[src/hw/rtl/tts_pkg.sv]
// ----------------------------------------------------------------------------
// Task table scheduler package
// Sizes, command codes, cell operations and the structs passed along the chain.
// ----------------------------------------------------------------------------
`default_nettype none

package tts_pkg;

	localparam int MAX_TASKS = 16;
	localparam int IDX_W     = $clog2(MAX_TASKS);
	localparam int CNT_W     = 4;
	localparam int PRIO_W    = 4;

	localparam logic [1:0] CMD_TICK   = 2'd0;
	localparam logic [1:0] CMD_CREATE = 2'd1;
	localparam logic [1:0] CMD_REMOVE = 2'd2;

	localparam logic [1:0] CFG_POLICY_MODE = 2'd0;
	localparam logic [1:0] CFG_SJF_REFILL  = 2'd1;

	typedef enum logic [2:0] {
		OP_NONE,
		OP_DEC,
		OP_CREATE,
		OP_CLEAR,
		OP_REFILL
	} cell_op_t;

	typedef struct packed {
		cell_op_t          op;
		logic [IDX_W-1:0]  slot;
		logic [PRIO_W-1:0] prio;
		logic              mode;
		logic [CNT_W-1:0]  refill;
	} cell_ctrl_t;

	typedef struct packed {
		logic              vld;
		logic              found;
		logic [IDX_W-1:0]  idx;
		logic [CNT_W-1:0]  cnt;
		logic              free_found;
		logic [IDX_W-1:0]  free_idx;
	} scan_t;

endpackage

`default_nettype wire

[src/hw/rtl/tts_cell.sv]
// ----------------------------------------------------------------------------
// Task table scheduler cell
// One task slot: valid flag, priority and slice counter, plus one scan stage.
// ----------------------------------------------------------------------------
`default_nettype none

module tts_cell (
	input  wire                          clk,
	input  wire                          arst_n,
	input  wire  [tts_pkg::IDX_W-1:0]    my_idx,
	input  wire  tts_pkg::cell_ctrl_t    ctrl,
	input  wire  tts_pkg::scan_t         scan_in,
	output tts_pkg::scan_t               scan_out,
	output logic                         valid,
	output logic [tts_pkg::CNT_W-1:0]    cnt
);
	import tts_pkg::*;

	logic              valid_q;
	logic [PRIO_W-1:0] prio_q;
	logic [CNT_W-1:0]  cnt_q;
	scan_t             scan_s1;
	logic              hit;
	logic              usable;
	logic              take;
	scan_t             scan_nx;

	assign hit    = (ctrl.slot == my_idx);
	assign usable = valid_q && (cnt_q != '0);
	assign take   = usable && (!scan_in.found ||
		(ctrl.mode ? (cnt_q > scan_in.cnt) : (cnt_q < scan_in.cnt)));

	always_comb begin
		scan_nx = scan_in;
		if (take) begin
			scan_nx.found = 1'b1;
			scan_nx.idx   = my_idx;
			scan_nx.cnt   = cnt_q;
		end
		if (!scan_in.free_found && !valid_q) begin
			scan_nx.free_found = 1'b1;
			scan_nx.free_idx   = my_idx;
		end
	end

	always_ff @(posedge clk or negedge arst_n) begin
		if (!arst_n) begin
			valid_q <= 1'b0;
			prio_q  <= '0;
			cnt_q   <= '0;
			scan_s1 <= '0;
		end else begin
			scan_s1 <= scan_nx;
			case (ctrl.op)
				OP_DEC: begin
					if (hit && cnt_q != '0) cnt_q <= cnt_q - 1'b1;
				end
				OP_CREATE: begin
					if (hit) begin
						valid_q <= 1'b1;
						prio_q  <= ctrl.prio;
						cnt_q   <= '0;
					end
				end
				OP_CLEAR: begin
					if (hit) begin
						valid_q <= 1'b0;
						prio_q  <= '0;
						cnt_q   <= '0;
					end
				end
				OP_REFILL: begin
					if (valid_q) cnt_q <= ctrl.mode ? prio_q : ctrl.refill;
				end
				default: begin
				end
			endcase
		end
	end

	assign scan_out = scan_s1;
	assign valid    = valid_q;
	assign cnt      = cnt_q;

endmodule

`default_nettype wire

[src/hw/rtl/tts_ctrl.sv]
// ----------------------------------------------------------------------------
// Task table scheduler control
// Command sequencer: drives cell operations, starts scans, builds results.
// ----------------------------------------------------------------------------
`default_nettype none

module tts_ctrl (
	input  wire                                           clk,
	input  wire                                           arst_n,
	input  wire                                           policy_mode,
	input  wire  [tts_pkg::CNT_W-1:0]                     sjf_refill_count,
	input  wire                                           s_axis_tvalid,
	output logic                                          s_axis_tready,
	input  wire  [7:0]                                    s_axis_tdata,
	input  wire  [1:0]                                    s_axis_tuser,
	output logic                                          m_axis_tvalid,
	input  wire                                           m_axis_tready,
	output logic [15:0]                                   m_axis_tdata,
	output tts_pkg::cell_ctrl_t                           ctrl,
	output tts_pkg::scan_t                                scan_head,
	input  wire  tts_pkg::scan_t                          scan_tail,
	input  wire  [tts_pkg::MAX_TASKS-1:0]                 cell_valid,
	input  wire  [tts_pkg::MAX_TASKS-1:0][tts_pkg::CNT_W-1:0] cell_cnt
);
	import tts_pkg::*;

	typedef enum logic [2:0] {
		S_IDLE,
		S_DEC,
		S_SCAN,
		S_REFILL,
		S_DONE
	} state_t;

	state_t            state_q;
	cell_op_t          op_q;
	logic [IDX_W-1:0]  op_slot_q;
	logic [PRIO_W-1:0] prio_q;
	logic              inject_q;
	logic              create_q;
	logic              second_q;
	logic              zero_q;
	logic              idle_q;
	logic [IDX_W-1:0]  run_q;
	logic              old_idle_q;
	logic [IDX_W-1:0]  old_run_q;
	logic [IDX_W-1:0]  created_q;
	logic              full_q;
	logic              out_vld_q;
	logic [15:0]       out_data_q;

	logic              in_xfer;
	logic [1:0]        in_cmd;
	logic [3:0]        in_prio;
	logic [3:0]        in_slot;
	logic [IDX_W-1:0]  rm_idx;
	logic              rm_ok;
	logic [CNT_W-1:0]  run_cnt;
	logic              switched;
	logic [4:0]        run_task;

	assign s_axis_tready = (state_q == S_IDLE);
	assign in_xfer       = s_axis_tvalid && s_axis_tready;
	assign in_cmd        = s_axis_tuser;
	assign in_prio       = s_axis_tdata[3:0];
	assign in_slot       = s_axis_tdata[7:4];
	assign rm_idx        = IDX_W'(in_slot);
	assign rm_ok         = (int'(in_slot) < MAX_TASKS) && cell_valid[rm_idx];
	assign run_cnt       = cell_cnt[run_q];

	assign switched = (old_idle_q != idle_q) || (!idle_q && old_run_q != run_q);
	assign run_task = idle_q ? 5'd0 : 5'(32'(run_q) + 32'd1);

	assign ctrl.op     = op_q;
	assign ctrl.slot   = op_slot_q;
	assign ctrl.prio   = prio_q;
	assign ctrl.mode   = policy_mode;
	assign ctrl.refill = sjf_refill_count;

	always_comb begin
		scan_head     = '0;
		scan_head.vld = inject_q;
	end

	always_ff @(posedge clk or negedge arst_n) begin
		if (!arst_n) begin
			state_q    <= S_IDLE;
			op_q       <= OP_NONE;
			op_slot_q  <= '0;
			prio_q     <= '0;
			inject_q   <= 1'b0;
			create_q   <= 1'b0;
			second_q   <= 1'b0;
			zero_q     <= 1'b0;
			idle_q     <= 1'b1;
			run_q      <= '0;
			old_idle_q <= 1'b1;
			old_run_q  <= '0;
			created_q  <= '0;
			full_q     <= 1'b0;
			out_vld_q  <= 1'b0;
			out_data_q <= '0;
		end else begin
			op_q     <= OP_NONE;
			inject_q <= 1'b0;
			if (out_vld_q && m_axis_tready) out_vld_q <= 1'b0;
			case (state_q)
				S_IDLE: begin
					if (in_xfer) begin
						old_idle_q <= idle_q;
						old_run_q  <= run_q;
						created_q  <= '0;
						full_q     <= 1'b0;
						create_q   <= 1'b0;
						second_q   <= 1'b0;
						prio_q     <= in_prio;
						state_q    <= S_DONE;
						case (in_cmd)
							CMD_TICK: begin
								if (idle_q) begin
									inject_q <= 1'b1;
									state_q  <= S_SCAN;
								end else begin
									op_q      <= OP_DEC;
									op_slot_q <= run_q;
									zero_q    <= (run_cnt <= CNT_W'(1));
									state_q   <= S_DEC;
								end
							end
							CMD_CREATE: begin
								inject_q <= 1'b1;
								create_q <= 1'b1;
								state_q  <= S_SCAN;
							end
							CMD_REMOVE: begin
								if (rm_ok) begin
									op_q      <= OP_CLEAR;
									op_slot_q <= rm_idx;
									if (!idle_q && run_q == rm_idx) begin
										idle_q <= 1'b1;
										run_q  <= '0;
									end
								end
							end
							default: begin
							end
						endcase
					end
				end
				S_DEC: begin
					if (zero_q) begin
						inject_q <= 1'b1;
						state_q  <= S_SCAN;
					end else begin
						state_q <= S_DONE;
					end
				end
				S_SCAN: begin
					if (scan_tail.vld) begin
						state_q <= S_DONE;
						if (create_q) begin
							if (scan_tail.free_found) begin
								op_q      <= OP_CREATE;
								op_slot_q <= scan_tail.free_idx;
								created_q <= scan_tail.free_idx;
							end else begin
								full_q <= 1'b1;
							end
						end else if (scan_tail.found) begin
							idle_q <= 1'b0;
							run_q  <= scan_tail.idx;
						end else if (!second_q) begin
							op_q    <= OP_REFILL;
							state_q <= S_REFILL;
						end else begin
							idle_q <= 1'b1;
							run_q  <= '0;
						end
					end
				end
				S_REFILL: begin
					second_q <= 1'b1;
					inject_q <= 1'b1;
					state_q  <= S_SCAN;
				end
				S_DONE: begin
					if (!out_vld_q || m_axis_tready) begin
						out_vld_q  <= 1'b1;
						out_data_q <= {5'd0, full_q, 4'(created_q), switched, run_task};
						state_q    <= S_IDLE;
					end
				end
				default: begin
					state_q <= S_IDLE;
				end
			endcase
		end
	end

	assign m_axis_tvalid = out_vld_q;
	assign m_axis_tdata  = out_data_q;

	a_scan_only_in_scan: assert property (@(posedge clk) disable iff (!arst_n)
		scan_tail.vld |-> state_q == S_SCAN)
		else $error("scan result outside scan state");

	a_single_inject: assert property (@(posedge clk) disable iff (!arst_n)
		inject_q |=> !inject_q)
		else $error("scan injected on two cycles in a row");

	a_running_valid: assert property (@(posedge clk) disable iff (!arst_n)
		(state_q == S_IDLE && !idle_q) |-> cell_valid[run_q])
		else $error("running slot holds no task");

	a_full_no_slot: assert property (@(posedge clk) disable iff (!arst_n)
		(out_vld_q && out_data_q[10]) |-> out_data_q[9:6] == 4'd0)
		else $error("full table reported with a created slot");

endmodule

`default_nettype wire

[src/hw/rtl/task_table_scheduler_top.sv]
// ----------------------------------------------------------------------------
// Task table scheduler top level
// Time-slice scheduler over a chain of task slot cells.
// ----------------------------------------------------------------------------
// Input stream: tuser carries the command (tick, create, remove), tdata the
// priority of a created task and the slot to remove. Every input transfer
// yields exactly one output transfer with the running task (0 idle, else
// slot plus one), a switched flag, the created slot and a table-full flag.
// Configuration writes go over cfg_valid/cfg_ready (always ready) and are
// to be made by the user only while no command is in flight; the block
// itself does not enforce it. Remove and unused commands go straight to
// the result, a tick without reschedule through the decrement state first,
// a create or a tick from idle makes one pass of the scan through the
// MAX_TASKS cells, a tick that ends the running slice decrements before its
// pass, and a tick needing a refill makes two passes with a refill between
// them, decrementing first when it ends the running slice.
// One command is worked on at a time; the next may be taken while the
// previous result waits in the output register. If the receiver stalls, the
// finished result holds and a further result waits until it drains.
// Reset empties the table, idles the scheduler and restores the registers.
// ----------------------------------------------------------------------------
`default_nettype none

module task_table_scheduler_top (
	input  wire         clk,
	input  wire         arst_n,
	input  wire         cfg_valid,
	output logic        cfg_ready,
	input  wire  [1:0]  cfg_index,
	input  wire  [3:0]  cfg_data,
	input  wire         s_axis_tvalid,
	output logic        s_axis_tready,
	input  wire  [7:0]  s_axis_tdata,   // task_priority[3:0], slot_index[7:4]
	input  wire  [1:0]  s_axis_tuser,   // cmd[1:0]
	output logic        m_axis_tvalid,
	input  wire         m_axis_tready,
	output logic [15:0] m_axis_tdata    // running_task[4:0], switched[5],
	                                    // created_slot[9:6], table_full[10]
);
	import tts_pkg::*;

	logic                            policy_mode_q;
	logic [CNT_W-1:0]                sjf_refill_q;
	cell_ctrl_t                      ctrl;
	scan_t                           chain [MAX_TASKS+1];
	logic [MAX_TASKS-1:0]            cell_valid;
	logic [MAX_TASKS-1:0][CNT_W-1:0] cell_cnt;

	assign cfg_ready = 1'b1;

	always_ff @(posedge clk or negedge arst_n) begin
		if (!arst_n) begin
			policy_mode_q <= 1'b1;
			sjf_refill_q  <= CNT_W'(3);
		end else if (cfg_valid && cfg_ready) begin
			case (cfg_index)
				CFG_POLICY_MODE: policy_mode_q <= cfg_data[0];
				CFG_SJF_REFILL:  sjf_refill_q  <= cfg_data;
				default: begin
				end
			endcase
		end
	end

	tts_ctrl u_ctrl (
		.clk              (clk),
		.arst_n           (arst_n),
		.policy_mode      (policy_mode_q),
		.sjf_refill_count (sjf_refill_q),
		.s_axis_tvalid    (s_axis_tvalid),
		.s_axis_tready    (s_axis_tready),
		.s_axis_tdata     (s_axis_tdata),
		.s_axis_tuser     (s_axis_tuser),
		.m_axis_tvalid    (m_axis_tvalid),
		.m_axis_tready    (m_axis_tready),
		.m_axis_tdata     (m_axis_tdata),
		.ctrl             (ctrl),
		.scan_head        (chain[0]),
		.scan_tail        (chain[MAX_TASKS]),
		.cell_valid       (cell_valid),
		.cell_cnt         (cell_cnt)
	);

	for (genvar i = 0; i < MAX_TASKS; i++) begin : g_cell
		tts_cell u_cell (
			.clk      (clk),
			.arst_n   (arst_n),
			.my_idx   (IDX_W'(i)),
			.ctrl     (ctrl),
			.scan_in  (chain[i]),
			.scan_out (chain[i+1]),
			.valid    (cell_valid[i]),
			.cnt      (cell_cnt[i])
		);
	end

endmodule

`default_nettype wire
[config.mk]
export PLATFORM = sky130hd
export DESIGN_NAME = task_table_scheduler_top
export DESIGN_NICKNAME = d
export VERILOG_FILES = /design/src/hw/rtl/tts_pkg.sv /design/src/hw/rtl/tts_cell.sv /design/src/hw/rtl/tts_ctrl.sv /design/src/hw/rtl/task_table_scheduler_top.sv
export SDC_FILE = /design/constraint.sdc
export NUM_CORES = 1
export LEC_CHECK = 0
export BUFFER_PORTS_ARGS = -buffer_cell sky130_fd_sc_hd__buf_4
export CAP_MARGIN = 20
export CORE_ASPECT_RATIO = 1.5
export CORE_MARGIN = 3
export CORE_UTILIZATION = 50
export DETAILED_ROUTE_END_ITERATION = 10
export PLACE_DENSITY = 0.66
export SYNTH_ARGS = -nofsm -noshare
export SYNTH_HDL_FRONTEND = slang
export SYNTH_SLANG_ARGS = --single-unit
[constraint.sdc]
create_clock -name clk -period 4.73 [get_ports clk]
set_input_delay 0.473 -clock clk [delete_from_list [all_inputs] [get_ports clk]]
set_output_delay 0.473 -clock clk [all_outputs]
set_load 0.01 [all_outputs]
==> results of run 1 <==
==> cells by family after synthesis <==
group / share of synthesized area (%)
other: 0.0400
buffers and inverters: 4.43
AOI/OAI and AO/OA: 14.6
DFF: 53.4
adders and majority gates: 5.87
muxes: 4.73
xor gates and xnor gates: 0.467
and+or+nand+nor: 16.5
==> Yosys cell counts, types with 22 or more instances <==
library cell,number,share of area (%)
nor2_1,109,2.2
nand2_1,178,3.6
nor3_1,56,1.5
nor4_1,31,1.0
nor2b_1,43,1.4
o22ai_1,31,1.0
dfrtp_1,395,53
or2_2,49,1.6
nand2b_1,40,1.3
mux2_2,40,2.4
ha_1,88,5.9
mux2i_1,22,1.2
a21oi_1,151,4.0
a31oi_1,36,1.2
o21ai_0,158,4.2
inv_1,109,2.2
clkbuf_1,40,0.80
==> sequential cells by signal (all words and copies together), names as in the netlist, 11 cells and up <==
signal                  cells
g_cell.u_cell.prio_q       64
g_cell.u_cell.scan_out    206
g_cell.u_cell.cnt          64
g_cell.u_cell.valid        16
u_ctrl.m_axis_tdata        11
==> critical path, stage by stage (launching register included) <==
cell      delay (ns)
dfrtp_1         0.82
nand2b_1        0.18
nand2_1         0.75
buf_4           0.43
a31oi_1         0.08
o21ai_0         0.16
o21ai_0         0.11
==> cell type report <==
type | instances | share of cell area [%]
Clock inverter | 11 | 0.770
Multi-Input combinational cell | 1251 | 38.3
Timing Repair Buffer | 53 | 2.07
Clock buffer | 62 | 5.84
Tap cell | 484 | 2.91
Sequential cell | 400 | 48.2
Inverter | 109 | 1.97
==> final timing paths <==
check	startpoint	end	slack, ns	cells after the start
worst max-delay path	u_ctrl.op_q[1]	g_cell[15].u_cell.cnt[3]	2.04	6
worst min-delay path	arst_n	g_cell[9].u_cell.scan_out[13]	-0.002	1
worst max register to register	u_ctrl.op_q[1]	g_cell[15].u_cell.cnt[3]	2.04	6
worst min register to register	g_cell[1].u_cell.scan_out[14]	g_cell[2].u_cell.scan_out[14]	0.35	0
max in group asynchronous	arst_n	g_cell[7].u_cell.scan_out[1]	3.57	2
min in group clk	s_axis_tdata[2]	u_ctrl.prio_q[2]	0.15	2
==> metrics by stage <==
stage | total power [uW] | worst slack, ns
floorplan | 7490 | 2.41
global placement | 8490 | 2.12
detailed placement | 8630 | 2.10
CTS | 12000 | 2.07
global route | 12600 | 1.84
finish | 11900 | 2.04
==> where the power goes <==
group | total [uW] | internal (uW) | switching (uW) | leakage [uW]
clock network | 3310 | 1950 | 1360 | 0.000678
registers | 5000 | 4300 | 704 | 0.00528
logic | 3580 | 1600 | 1980 | 0.00367
total | 11900 | 7850 | 4050 | 0.00964
==> routing by layer <==
| layer | global-route usage [%] | part of all wire, % | wire length (um) | vias up |
|---|---|---|---|---|
| li1 | - | - | - | 6413 |
| met1 | 28.4 | 39 | 17900 | 6709 |
| met2 | 40.5 | 52 | 23400 | 366 |
| met3 | 3.10 | 4.7 | 2160 | 98 |
| met4 | 9.46 | 4.1 | 1880 | 0 |
| met5 | 0 | 0 | 0 | - |
==> results.md, run 1 <==
- Crit Path Max Fanout: 25
- Multi-input logic area: 7960 um^2
- # fillers: 3155
- FFs w/ async S/R, synth: 100%
- Clock transition at path regs: 0.06 ns
- Congestion Overflow GR: 0
- CTS tree: built
- Clk_lat worst skew: between 0.5 and 0.6 ns
- Post-synth EDFFs: 0
- Endpoints failing setup: 0
- Post-cts resize count: 0
- Minimum clock period: 2.69 ns
- Area of the die: 40000 um^2
- Status: finished with violations
- Crit start category: register
- TritonCTS Buffers: roughly 40
- Slew HR: approximately 25%
- Ys Warns: 0
- Placed insts: 2297
- Yosys cell types: 66
- PortBufs: 33
- Layout Utilization: a little under three fifths
- Synth Area per Inst: roughly 10 um^2
- Longest Clk Path Bufs: 3
- Detailed Route WL: approximately 45000 um
- Max-slew violations: 0
- Initial Util: 50.9%
- Max-Cap Viols: 0
- Share of the yosys chip area belonging to registers: 53.4%
- Vias in the first global route: around 14000
- Root Buffer: clkbuf_16
- Final HPWL DP: 31100 um
- RSZ-0062 raised after global routing: no
- Most used DFF post-synth: dfrtp_1
- Clock sinks: 400
- IO Count: 40
- Cell Area, Placed: roughly 19000 um^2
- # Post-CTS Setup Buffers: 0
- Detailed-route DRC error count: 0
- Non-Filler Instances: between 2000 and 2500
- Final-report hold violation count: 1
- Antenna Violating Nets Remaining: 0
- Sequential Area: approximately 10000 um^2
- Antenna violations before repair: 0
- Layout cell share with drive strength beyond 1: between 10% and 20%
- Clock skew: around 0.021 ns
- Fmax: roughly 370 MHz
- # rows: 86
- Worst hold slack: -0.00198 ns
- Failing checks: hold timing
- Drt via density: about 5.7
- FF+latch count, synth: 400
- GPL Wtd Cong: roughly 0.84
- Worst Hold Class: in -> async
- First-pass GRT wire length: approximately 73000 um
- Pleak: 0.00964 uW
- Die Wd: 164 um
- Commonest non-fill, non-tap cell in the layout: dfrtp_1
- Area grow syn2layout: 10.8%
- Largest net degree at the start of global routing: ~120
- Pwr/cell area: 572 nW/um^2
- Global Route Usage Sum: a little under a quarter
- Cell Area, Synth: about 19000 um^2
- Die height: around 240 um
- Fin nets: between 1500 and 2000
- Vias: approximately 14000
- Worst IR Drop VDD: around 340 uV
- Kind of critical path: reg -> reg
- DR iter-0 viols: roughly 1100
- Worst setup EP type: register
- Wire length per cell: ~19 um
- CP arrival: between 3 and 4 ns
- H-tree lvl count: 2
- Post-CTS Hold Buffers: 0
- Fin area: between 20000 and 25000 um^2
- Synth Instances: approximately 1800
- Fin Setup TNS: 0 ns
- CORE AREA: approximately 37000 um^2
- Fin crit share: about 57%
- Detailed Routing Iterations Pass 1: 5
- Slew of the pin with the lowest slew margin: between 1 and 1.5 ns
- CP required: 5.15 ns
- N_diodes: 0
- Most frequent cells in the layout: 395 x dfrtp_1, 177 x nand2_1, 158 x o21ai_0
No activity file was read; power rests on OpenSTA's default activity.
==> run 2: changes to the inputs <==
--- a/config.mk
+++ b/config.mk
@@ -11,7 +11,7 @@
 export CORE_MARGIN = 3
 export CORE_UTILIZATION = 50
 export DETAILED_ROUTE_END_ITERATION = 10
-export PLACE_DENSITY = 0.66
+export PLACE_DENSITY = 0.68
 export SYNTH_ARGS = -nofsm -noshare
 export SYNTH_HDL_FRONTEND = slang
 export SYNTH_SLANG_ARGS = --single-unit
==> constraint.sdc (replaced) <==
create_clock -name clk -period 2.4 [get_ports clk]
set_input_delay 0.24 -clock clk [delete_from_list [all_inputs] [get_ports clk]]
set_output_delay 0.24 -clock clk [all_outputs]
set_load 0.01 [all_outputs]
==> results.md, run 2 (synthesized netlist as in run 1, its figures left out) <==
- Wire length per cell: 19.4 um (+1.5%)
- Max-slew violations: 0 (unchanged)
- R2r worst-path depth: 7 (+1)
- CP cell instances: ha_1, and4b_1, a211oi_2, mux2_2, a21boi_2, and2_4, mux2_4
- First-pass GRT wire length: 76500 um (+4.3%)
- Layout cell share with drive strength beyond 1: 17.5% (+3.4 points)
- Layout Utilization: 58.4% (+2.0 points)
- Vias: 14100 (+3.5%)
- FF-to-FF Start: g_cell[2].u_cell.cnt[3]
- Critical path's largest stage delay: 0.44 ns (-0.38 ns)
- IO Count: 40 (unchanged)
- Clock transition at path regs: 0.07 ns (about the same)
- Max FFs per register: 206 (unchanged)
- Final-report hold violation count: 0 (-1)
- CP arrival: 2.77 ns (-0.34 ns)
- Max-Cap Viols: 0 (unchanged)
- N_diodes: 0 (unchanged)
- Longest Clk Path Bufs: 3 (unchanged)
- Kind of critical path: reg -> reg
- Clock sinks: 400 (unchanged)
- Non-Filler Instances: 2454 (+3.5%)
- Vias in the first global route: 14400 (+3.4%)
- Critical Path Source: g_cell[2].u_cell.cnt[3]
- H-tree lvl count: 2 (unchanged)
- Congestion Overflow GR: 0 (unchanged)
- Worst hold slack: 0.0804 ns (+0.0823 ns)
- Antenna violations before repair: 0 (unchanged)
- Fin crit share: 97.7% (+41 points)
- Crit Path Max Fanout: 6 (-76%)
- Worst Hold Class: in -> reg
- Slew of the pin with the lowest slew margin: 0.923 ns (-0.203 ns)
- Root Buffer: clkbuf_16
- Detailed Routing Iterations Pass 1: 5 (unchanged)
- Hold depth: 3
- Worst setup EP type: register
- # rows: 86 (unchanged)
- Placed insts: 2373 (+3.3%)
- Commonest non-fill, non-tap cell in the layout: dfrtp_1
- Antenna Violating Nets Remaining: 0 (unchanged)
- Fmax: 427 MHz (+15%)
- PortBufs: 33 (unchanged)
- CORE AREA: 36900 um^2 (unchanged)
- CTS tree: built
- Endpoints failing setup: 0 (unchanged)
- Status: finished clean
- Slew HR: 38.5% (+14 points)
- Pwr/cell area: 1110 nW/um^2 (+94%)
- Slowest cell on crit path: dfrtp_1
- Detailed-route DRC error count: 0 (unchanged)
- Final HPWL DP: 33400 um (+7.3%)
- Drt via density: 5.73 (about the same)
- Hold Crit Start: cfg_index[0]
- Clock skew: 0.0266 ns (+0.00577 ns)
- Crit start category: register
- Die Wd: 164 um (unchanged)
- Largest net degree at the start of global routing: 74 (-36%)
- Minimum clock period: 2.34 ns (-0.346 ns)
- DR iter-0 viols: 1132 (+7.6%)
- Most frequent cells in the layout: 395 x dfrtp_1, 177 x nand2_1, 158 x o21ai_0
- # Post-CTS Setup Buffers: 0 (unchanged)
- Clk_lat worst skew: 0.56 ns (about the same)
- Detailed Route WL: 47700 um (+5.1%)
- TritonCTS Buffers: 39 (-4.9%)
- Die height: 243 um (unchanged)
- Initial Util: 50.9% (unchanged)
- GPL Wtd Cong: 0.909 (+7.7%)
- Fin Setup TNS: 0 ns (unchanged)
- Worst IR Drop VDD: 760 uV (+120%)
- Global Route Usage Sum: 24.1% (+1.0 points)
- Fin nets: 2052 (+4.4%)
- CP required: 2.83 ns (-2.32 ns)
- Area grow syn2layout: 14.7%
- Area of the die: 40000 um^2 (unchanged)
- Pleak: 0.0101 uW (+4.5%)
## run 2: changes by cell type in the layout (fill, tap and decap cells not counted), sizes merged
cell,change
buf,+76
dlygate4sd3,+13
clkbuf,-6
inv,-3
bufinv,+2
clkinv,+1
clkinvlp,+1
## run 2: repair_timing
item	in CTS	in global routing
hold buffers	13	0
hold endpoints to repair	71	0
gates resized for setup	0	9
endpoints found under the setup margin	0	16
## run 2: power by group
group	internal (uW)	switching, uW
clock network	3770	2600
logic	3580	4380
registers	8470	1160
## run 2: path summary, 6_finish.rpt
check | to | slack (ns)
max | g_cell[2].u_cell.scan_out[5] | 0.06
min | policy_mode_q | 0.08
max reg2reg | g_cell[2].u_cell.scan_out[5] | 0.06
min reg2reg | g_cell[5].u_cell.scan_out[14] | 0.35
max in group asynchronous | g_cell[7].u_cell.prio_q[3] | 1.24
min in group asynchronous | g_cell[10].u_cell.scan_out[9] | 0.25
## run 2: per-stage QoR
stage / instance area (um^2) / setup slack, ns / power [uW]
2_1_floorplan: 18800 / 0.0758 / 14800
3_3_place_gp: 20100 / 0.120 / 17200
3_5_place_dp: 20100 / 0.0160 / 17500
4_1_cts: 21500 / 0.00130 / 24000
5_1_grt: 21500 / -0.0265 / 25400
6_report: 21500 / 0.0562 / 24000
## run 2: worst max-delay path, delay by kind of cell, from the launching register on
kind	cells	cell delay (ns)
multiplexers	2	0.66
adder cells (fa/ha/maj)	1	0.34
AND/OR/NAND/NOR	2	0.38
flip-flops	1	0.44
AO/OA/AOI/OAI	2	0.40
## run 2: layout make-up
class,count,area [um^2]
Fill cell,3051,15400
Sequential cell,400,10000
Multi-Input combinational cell,1251,7990
Timing Repair Buffer,142,1210
Clock buffer,56,1110
Tap cell,484,606
Inverter,109,409
Clock inverter,12,206
## run 2: per-layer routing
layer	up-vias	part of all wire [%]	global-route usage [%]
li1	6583	-	-
met1	6906	38	28.6
met2	438	52	42.8
met3	141	4.9	3.45
met4	0	5.0	11.0
met5	-	0	0
